## src/design/nats_pkg.sv

```systemverilog
// Shared types, constants and the circular distance function for the
// nearest angle triple search. No dependencies.
`default_nettype none

package nats_pkg;

    localparam int ANGLE_W = 16;
    localparam int CFG_W   = 7;
    localparam int IDX_W   = 6;
    localparam int SQ_W    = 31;
    localparam int DIST2_W = 32;
    localparam int WORD_W  = 3 * ANGLE_W;
    localparam int STEP_W  = 3;

    localparam int S_TDATA_W = 56;
    localparam int M_TDATA_W = 88;

    // operation codes (s_tuser)
    localparam logic OP_LOAD  = 1'b0;
    localparam logic OP_QUERY = 1'b1;

    // per-entry steps of the shared distance/square/accumulate unit
    localparam logic [STEP_W-1:0] STEP_PHI   = 3'd0;
    localparam logic [STEP_W-1:0] STEP_PSI   = 3'd1;
    localparam logic [STEP_W-1:0] STEP_OMEGA = 3'd2;
    localparam logic [STEP_W-1:0] STEP_ACC   = 3'd3;
    localparam logic [STEP_W-1:0] STEP_CMP   = 3'd4;

    typedef enum logic [2:0] {
        ST_IDLE,
        ST_FETCH,
        ST_CALC,
        ST_GRAB,
        ST_OUT
    } state_t;

    // circular distance of two binary angles, 0..32768
    function automatic logic [ANGLE_W-1:0] circ_dist(
        input logic [ANGLE_W-1:0] a,
        input logic [ANGLE_W-1:0] b
    );
        logic [ANGLE_W:0] diff;
        logic [ANGLE_W:0] mag;
        diff = {a[ANGLE_W-1], a} - {b[ANGLE_W-1], b};
        mag  = diff[ANGLE_W] ? (~diff + 17'd1) : diff;
        if (mag > 17'd32768) begin
            mag = 17'd65536 - mag;
        end
        return mag[ANGLE_W-1:0];
    endfunction

endpackage

`default_nettype wire

```

## src/design/nats_angle_mem.sv

```systemverilog
// Angle triple table: one write port, one registered read port.
// Depends on nats_pkg for the word width.
`default_nettype none

module nats_angle_mem #(
    parameter int DEPTH  = 64,
    parameter int ADDR_W = (DEPTH > 1) ? $clog2(DEPTH) : 1
) (
    input  wire                           aclk,
    input  wire                           wr_en,
    input  wire  [ADDR_W-1:0]             wr_addr,
    input  wire  [nats_pkg::WORD_W-1:0]   wr_data,
    input  wire  [ADDR_W-1:0]             rd_addr,
    output logic [nats_pkg::WORD_W-1:0]   rd_data
);

    logic [nats_pkg::WORD_W-1:0] mem [DEPTH];

    always_ff @(posedge aclk) begin
        if (wr_en) begin
            mem[wr_addr] <= wr_data;
        end
    end

    always_ff @(posedge aclk) begin
        rd_data <= mem[rd_addr];
    end

endmodule

`default_nettype wire

```

## src/design/nearest_angle_triple_search.sv

```systemverilog
// Nearest angle triple search: top level with sequencer and shared distance unit.
// Depends on nats_pkg and nats_angle_mem.
//
// Usage:
//   s_ channel: s_tuser = 0 loads a triple into slot entry_index, s_tuser = 1
//   queries the table for the triple nearest to the given angles.
//   m_ channel: one beat per query, none per load. m_tuser = found.
//   cfg_we / cfg_wdata set entry_count, the number of slots a query scans
//   (saturated to MAX_ENTRIES); write it only while the block is idle.
// Scan sequence:
//   A load is written to the table as its beat is accepted. A query scans
//   entry_count entries through one shared distance / 16x16 square /
//   accumulate unit: each entry passes three angle lanes, then two
//   accumulate/compare steps, with a table read before the scan and a
//   re-read of the winning entry before the result beat is registered.
//   A zero entry_count skips the scan and goes straight to the result.
//   s_tready is high only while no query is in flight.
// Reset clears the sequencer, the output valid and entry_count; the table
// holds garbage until loaded. A stalled m_ beat holds in the output
// register; loads still go through, and a following query finishes its
// scan and waits for the register to free.
`default_nettype none

module nearest_angle_triple_search #(
    parameter int MAX_ENTRIES = 64
) (
    input  wire                                aclk,
    input  wire                                aresetn,
    // config
    input  wire                                cfg_we,
    input  wire  [nats_pkg::CFG_W-1:0]         cfg_wdata,   // entry_count
    // input beats
    input  wire                                s_tvalid,
    output logic                               s_tready,
    // [5:0] entry_index, [21:6] phi_angle, [37:22] psi_angle,
    // [53:38] omega_angle, [55:54] zero
    input  wire  [nats_pkg::S_TDATA_W-1:0]     s_tdata,
    input  wire                                s_tuser,     // operation
    // result beats
    output logic                               m_tvalid,
    input  wire                                m_tready,
    // [5:0] best_index, [21:6] best_phi, [37:22] best_psi,
    // [53:38] best_omega, [85:54] best_sq_distance, [87:86] zero
    output logic [nats_pkg::M_TDATA_W-1:0]     m_tdata,
    output logic                               m_tuser      // found
);

    localparam int ADDR_W = (MAX_ENTRIES > 1) ? $clog2(MAX_ENTRIES) : 1;
    localparam int AW     = nats_pkg::ANGLE_W;
    localparam int CW     = nats_pkg::CFG_W;

    // input field views
    logic [nats_pkg::IDX_W-1:0]  s_entry_index;
    logic [nats_pkg::WORD_W-1:0] s_angles;      // {omega, psi, phi}
    assign s_entry_index = s_tdata[5:0];
    assign s_angles      = s_tdata[53:6];

    // control registers
    nats_pkg::state_t         state_reg,  state_next;
    logic [nats_pkg::STEP_W-1:0] step_reg, step_next;
    logic [CW-1:0]            scan_reg,   scan_next;
    logic                     have_reg,   have_next;
    logic                     m_valid_reg, m_valid_next;
    logic [CW-1:0]            entry_count_reg;

    // datapath registers
    logic [CW-1:0]                count_reg,   count_next;
    logic [nats_pkg::WORD_W-1:0]  q_reg,       q_next;
    logic [ADDR_W-1:0]            addr_reg,    addr_next;
    logic [AW-1:0]                dist_reg,    dist_next;
    logic [nats_pkg::SQ_W-1:0]    sq_reg,      sq_next;
    logic [nats_pkg::DIST2_W-1:0] acc_reg,     acc_next;
    logic [nats_pkg::DIST2_W-1:0] best_d_reg,  best_d_next;
    logic [CW-1:0]                best_idx_reg, best_idx_next;
    logic                         out_found_reg, out_found_next;
    logic [nats_pkg::IDX_W-1:0]   out_idx_reg,   out_idx_next;
    logic [nats_pkg::WORD_W-1:0]  out_ang_reg,   out_ang_next;
    logic [nats_pkg::DIST2_W-1:0] out_dist_reg,  out_dist_next;

    // table
    logic                         mem_we;
    logic [nats_pkg::WORD_W-1:0]  rd_data;

    // shared unit operands
    logic [AW-1:0]                lane_q;
    logic [AW-1:0]                lane_t;
    logic [AW-1:0]                lane_dist;
    logic [31:0]                  prod;
    logic [nats_pkg::DIST2_W-1:0] sum;
    logic [CW-1:0]                scan_inc;
    logic [CW-1:0]                count_sat;
    logic                         in_beat;

    assign in_beat  = s_tvalid && s_tready;
    assign mem_we   = in_beat && (s_tuser == nats_pkg::OP_LOAD)
                   && (32'(s_entry_index) < 32'(MAX_ENTRIES));
    assign scan_inc = scan_reg + 7'd1;
    assign count_sat = (32'(entry_count_reg) > 32'(MAX_ENTRIES))
                     ? CW'(MAX_ENTRIES) : entry_count_reg;

    nats_angle_mem #(
        .DEPTH  (MAX_ENTRIES),
        .ADDR_W (ADDR_W)
    ) u_mem (
        .aclk    (aclk),
        .wr_en   (mem_we),
        .wr_addr (ADDR_W'(s_entry_index)),
        .wr_data (s_angles),
        .rd_addr (addr_reg),
        .rd_data (rd_data)
    );

    // lane select for the distance unit
    always_comb begin
        case (step_reg)
            nats_pkg::STEP_PHI: begin
                lane_q = q_reg[15:0];
                lane_t = rd_data[15:0];
            end
            nats_pkg::STEP_PSI: begin
                lane_q = q_reg[31:16];
                lane_t = rd_data[31:16];
            end
            default: begin
                lane_q = q_reg[47:32];
                lane_t = rd_data[47:32];
            end
        endcase
    end

    assign lane_dist = nats_pkg::circ_dist(lane_q, lane_t);
    assign prod      = 32'(dist_reg) * 32'(dist_reg);
    assign sum       = acc_reg + 32'(sq_reg);

    // sequencer
    always_comb begin
        state_next     = state_reg;
        step_next      = step_reg;
        scan_next      = scan_reg;
        have_next      = have_reg;
        m_valid_next   = m_valid_reg;
        count_next     = count_reg;
        q_next         = q_reg;
        addr_next      = addr_reg;
        dist_next      = dist_reg;
        sq_next        = sq_reg;
        acc_next       = acc_reg;
        best_d_next    = best_d_reg;
        best_idx_next  = best_idx_reg;
        out_found_next = out_found_reg;
        out_idx_next   = out_idx_reg;
        out_ang_next   = out_ang_reg;
        out_dist_next  = out_dist_reg;
        s_tready       = (state_reg == nats_pkg::ST_IDLE);

        if (m_valid_reg && m_tready) begin
            m_valid_next = 1'b0;
        end

        case (state_reg)
            nats_pkg::ST_IDLE: begin
                if (s_tvalid && (s_tuser == nats_pkg::OP_QUERY)) begin
                    q_next     = s_angles;
                    count_next = count_sat;
                    scan_next  = '0;
                    have_next  = 1'b0;
                    step_next  = nats_pkg::STEP_PHI;
                    addr_next  = '0;
                    state_next = (count_sat == '0) ? nats_pkg::ST_OUT
                                                   : nats_pkg::ST_FETCH;
                end
            end
            nats_pkg::ST_FETCH: begin
                state_next = nats_pkg::ST_CALC;
            end
            nats_pkg::ST_CALC: begin
                case (step_reg)
                    nats_pkg::STEP_PHI: begin
                        dist_next = lane_dist;
                        step_next = nats_pkg::STEP_PSI;
                    end
                    nats_pkg::STEP_PSI: begin
                        dist_next = lane_dist;
                        sq_next   = prod[30:0];
                        step_next = nats_pkg::STEP_OMEGA;
                    end
                    nats_pkg::STEP_OMEGA: begin
                        dist_next = lane_dist;
                        sq_next   = prod[30:0];
                        acc_next  = 32'(sq_reg);
                        // prefetch next entry while the sum finishes
                        addr_next = ADDR_W'(scan_inc);
                        step_next = nats_pkg::STEP_ACC;
                    end
                    nats_pkg::STEP_ACC: begin
                        sq_next   = prod[30:0];
                        acc_next  = sum;
                        step_next = nats_pkg::STEP_CMP;
                    end
                    nats_pkg::STEP_CMP: begin
                        // first strict minimum wins ties
                        if (!have_reg || (sum < best_d_reg)) begin
                            best_d_next   = sum;
                            best_idx_next = scan_reg;
                            have_next     = 1'b1;
                        end
                        step_next = nats_pkg::STEP_PHI;
                        if (scan_inc == count_reg) begin
                            addr_next  = ADDR_W'(best_idx_next);
                            state_next = nats_pkg::ST_GRAB;
                        end else begin
                            scan_next = scan_inc;
                        end
                    end
                    default: begin
                        step_next = nats_pkg::STEP_PHI;
                    end
                endcase
            end
            nats_pkg::ST_GRAB: begin
                state_next = nats_pkg::ST_OUT;
            end
            nats_pkg::ST_OUT: begin
                if (!m_valid_reg || m_tready) begin
                    out_found_next = have_reg;
                    out_idx_next   = have_reg ? best_idx_reg[5:0] : '0;
                    out_ang_next   = have_reg ? rd_data : '0;
                    out_dist_next  = have_reg ? best_d_reg : '0;
                    m_valid_next   = 1'b1;
                    state_next     = nats_pkg::ST_IDLE;
                end
            end
            default: begin
                state_next = nats_pkg::ST_IDLE;
            end
        endcase
    end

    always_ff @(posedge aclk) begin
        if (!aresetn) begin
            state_reg       <= nats_pkg::ST_IDLE;
            step_reg        <= nats_pkg::STEP_PHI;
            scan_reg        <= '0;
            have_reg        <= 1'b0;
            m_valid_reg     <= 1'b0;
            entry_count_reg <= '0;
        end else begin
            state_reg   <= state_next;
            step_reg    <= step_next;
            scan_reg    <= scan_next;
            have_reg    <= have_next;
            m_valid_reg <= m_valid_next;
            if (cfg_we) begin
                entry_count_reg <= cfg_wdata;
            end
        end
    end

    always_ff @(posedge aclk) begin
        count_reg     <= count_next;
        q_reg         <= q_next;
        addr_reg      <= addr_next;
        dist_reg      <= dist_next;
        sq_reg        <= sq_next;
        acc_reg       <= acc_next;
        best_d_reg    <= best_d_next;
        best_idx_reg  <= best_idx_next;
        out_found_reg <= out_found_next;
        out_idx_reg   <= out_idx_next;
        out_ang_reg   <= out_ang_next;
        out_dist_reg  <= out_dist_next;
    end

    assign m_tvalid = m_valid_reg;
    assign m_tuser  = out_found_reg;
    assign m_tdata  = {2'b00, out_dist_reg, out_ang_reg, out_idx_reg};

endmodule

`default_nettype wire

```

## config.mk

```make
export PLATFORM = sky130hd
export DESIGN_NAME = nearest_angle_triple_search
export DESIGN_NICKNAME = d
export VERILOG_FILES = /design/src/design/nats_pkg.sv /design/src/design/nats_angle_mem.sv /design/src/design/nearest_angle_triple_search.sv
export SDC_FILE = /design/constraint.sdc
export NUM_CORES = 2
export LEC_CHECK = 0
export BUFFER_PORTS_ARGS = -buffer_cell sky130_fd_sc_hd__buf_2
export CAP_MARGIN = 40
export CORE_MARGIN = 5
export CORE_UTILIZATION = 55
export DETAILED_ROUTE_END_ITERATION = 8
export PLACE_DENSITY_LB_ADDON = 0.05
export SLEW_MARGIN = 5
export SYNTH_ARGS = -nofsm -noshare
export SYNTH_HDL_FRONTEND = slang
export SYNTH_HIERARCHICAL = 1
export SYNTH_SLANG_ARGS = --single-unit
```

## constraint.sdc

```tcl
create_clock -name aclk -period 6.39 [get_ports aclk]
set_input_delay 1.278 -clock aclk [delete_from_list [all_inputs] [get_ports aclk]]
set_output_delay 1.278 -clock aclk [all_outputs]
set_load 0.02 [all_outputs]
```

==> results.json <==
{
  "crit_top_cell": "fa_1",
  "synthXorXnorAreaFrac_pct": 0.712,
  "dieArea_sq_mm": 0.263,
  "max_stage_delay_ns": 0.53,
  "regMostFlops": "u_mem/mem",
  "grt_use_total_pct": 27.9,
  "antenna_found_initial": 21,
  "setup_slack_ns": -0.118,
  "maxCapViolCount": 0,
  "drc": 0,
  "ys_seq_elements": 3406,
  "worst_slew_pin_slew_ns": 0.998,
  "maxSlewViolCount": 0,
  "ir_drop_mv": 3.14,
  "p_per_area_mw_per_mm2": 605,
  "slowest_stage": "fa_1",
  "die_w_um": 513,
  "cp.buffers_inverters": 6,
  "num-fill-cells": 17501,
  "final_cell_mix": "3336 x edfxtp_1, 754 x mux4_2, 357 x clkbuf_16",
  "synth_edf_count": 3336,
  "fp-row-count": 184,
  "clk_pin_slew_ns": 0.07,
  "layout.nets": 8024,
  "p_int_mw": 61.6,
  "cp-start-kind": "flop",
  "via_count": 71791,
  "synth_flop_cell": "edfxtp_1",
  "ff_latch_area_sq_mm": 0.102,
  "grt_start_max_net_pins": 103,
  "finalHoldViolCount": 0,
  "synth-simple-area-share_pct": 2.73,
  "syn_avg_cell_area_sq_um": 19.9,
  "cts_max_level": 5,
  "synth-compound-area-share_pct": 4.05,
  "synth-seq-area-share_pct": 73.1,
  "syn2layout_area_growth_pct": 14.1,
  "sequentialPowerShare_pct": 28.1,
  "setup-tns-final_ns": -0.262,
  "slew_headroom_pct": 33.5,
  "switchingPower_mw": 34.3,
  "worstPathArrival_ns": 7.13,
  "globalplace.congestion": 0.846,
  "grt_pass1_vias": 72565,
  "start_util_pct": 55.3,
  "critical_path_class": "reg2reg",
  "largest_reg_flops": 3072,
  "drtIter0Drc": 7624,
  "p_comb_share_pct": 51.2,
  "overflow": 0,
  "rsz0062_at_grt": "true",
  "path_delay_family": "adder cells",
  "cts_sinks": 3406,
  "ant_nets": 0,
  "clock_latency_ns": 0.95,
  "synth_fa_ha_area_share_pct": 3.94,
  "grt_pass1_wl_um": 526000,
  "power_leakage_nw": 52.8,
  "crit_path_end_kind": "flop",
  "die_y_um": 513,
  "io_buffers": 155,
  "coreArea_sq_mm": 0.251,
  "status": "finished, violations left",
  "async_flop_share_pct": 0,
  "muxShareOfSynthArea_pct": 13.4,
  "multiInputGateArea_sq_mm": 0.0352,
  "wl_um": 366000,
  "wl_per_cell_um": 32.5,
  "netlist_instances": 6996,
  "violations": "negative setup slack",
  "period_needed_ns": 6.51,
  "top_level_ports": 160,
  "cts_buffers": 356,
  "critPathRequiredTime_ns": 7.02,
  "clockRootBuffer": "clkbuf_16",
  "fin_util_pct": 63.1,
  "synth_top_family_by_area": "multiplexers",
  "dr.pass1.iters": 5,
  "path_max_fanout": 5,
  "fin_crit_sh_pct": 102,
  "hpwl_um": 223000,
  "holdBufCountCts": 0,
  "synth_cell_types": 81,
  "finClkSkew_ns": 0.0774,
  "cts_tree": "yes",
  "clk_path_buf_depth": 4,
  "setup_viol": 3,
  "drive_gt1_share_pct": 26.0,
  "final_common_cell": "edfxtp_1",
  "vias_per_cell": 6.38,
  "p_clk_share_pct": 20.8,
  "fmax_mhz": 154,
  "ys_warn_count": 6,
  "dp_slack_ns": -0.404,
  "p_sw_share_pct": 35.8,
  "syn-cell-area_sq_mm": 0.139,
  "min_path_type": "reg2reg"
}
-- area by class of cell --
| type | count | share of cell area [%] |
|---|---|---|
| sequential | 3406 | 64.1 |
| multi-input combinational | 2952 | 22.2 |
| clock buffer | 456 | 5.98 |
| timing repair buffer | 606 | 3.32 |
| tap | 3348 | 2.64 |
| clock inverter | 176 | 1.05 |
| inverter | 293 | 0.694 |
| antenna | 11 | 0.0174 |
-- layer usage --
layer	part of all wire, %	track usage, %
met5	0.017	0
met4	4.3	10.3
met3	6.8	3.99
met2	49	44.9
met1	40	39.5
-- path summary, 6_finish.rpt --
check | start | to | slack (ns) | cells past startpoint
max | dist_reg[9]$_DFFE_PP_ | sq_reg[30]$_DFFE_PP_ | -0.12 | 25
min | scan_reg[6]$_SDFFE_PN0P_ | scan_reg[6]$_SDFFE_PN0P_ | 0.53 | 2
max reg2reg | dist_reg[9]$_DFFE_PP_ | sq_reg[30]$_DFFE_PP_ | -0.12 | 25
min reg2reg | scan_reg[6]$_SDFFE_PN0P_ | scan_reg[6]$_SDFFE_PN0P_ | 0.53 | 2
-- stage by stage --
step                      power [mW]  area, sq um  instances  hold WS [ns]
after floorplan                 58.6       139000       6997         0.458
after global placement          72.5       146000      10531         0.511
after detailed placement        72.7       147000      10589         0.518
after CTS                       95.3       158000      11231         0.528
after global routing             101       159000      11238         0.551
final                           95.9       159000      11248         0.526
-- synth_stat cells (all sizes together), types with 6 or more instances --
master  instances  area, sq um
a211o           6         52.6
a211oi         40          300
a21o           42          315
a21oi         169          850
a221oi         88          771
a22o           60          526
a22oi          74          561
a311oi         12          105
a31o           12          105
a31oi          13         81.3
and2          112          701
and3           11         68.8
buf           191         1170
clkbuf        155          584
dfxtp          70         1400
edfxtp       3336       100000
fa            163         3260
ha            177         2210
inv           292         1100
mux2           50          563
mux2i         106         1060
mux4          754        17000
nand2         187          702
nand2b         22          138
nand3          30          155
nand3b          9         67.6
nand4          15         93.8
nor2          268         1010
nor2b          62          388
nor3           28          145
nor4           11         68.8
o21a           19          143
o21ai          50          250
o21bai         11         93.8
o221ai         29          254
o22ai         125          782
o31ai           7         57.6
or2             8         50.1
or3            10         62.6
xnor2          82          718
xor2           31          272
-- tightest hold or removal path, cell delays in order (launching register included) --
cell and delay (ns):
dfxtp_1 0.32, a21oi_1 0.12, nor2b_1 0.05
-- logic make-up after synthesis --
family / after synthesis
compound gates: 798
xor+xnor: 113
fa+ha+maj: 340
buf+inv: 639
flops: 3406
mux: 910
other cells: 1
simple gates: 789
-- timing repair --
item                       in CTS  in global routing
hold endpoints to repair        0                  0
gates resized for setup        35                 26
buffers inserted               10                  4
setup endpoints to repair       7                  7
pin swaps                      19                 15
-- power by group through the flow --
stage | clock network (mW) | logic (mW) | registers, mW
6_report | 19.9 | 49.1 | 26.9
4_1_cts | 20.3 | 48.2 | 26.8
3_5_place_dp | 0 | 45.4 | 27.4
5_1_grt | 21.2 | 53.3 | 26.8
3_3_place_gp | 0 | 45.2 | 27.3
2_1_floorplan | 0 | 31.1 | 27.5
Note: power is estimated with default switching activity, not from simulation.
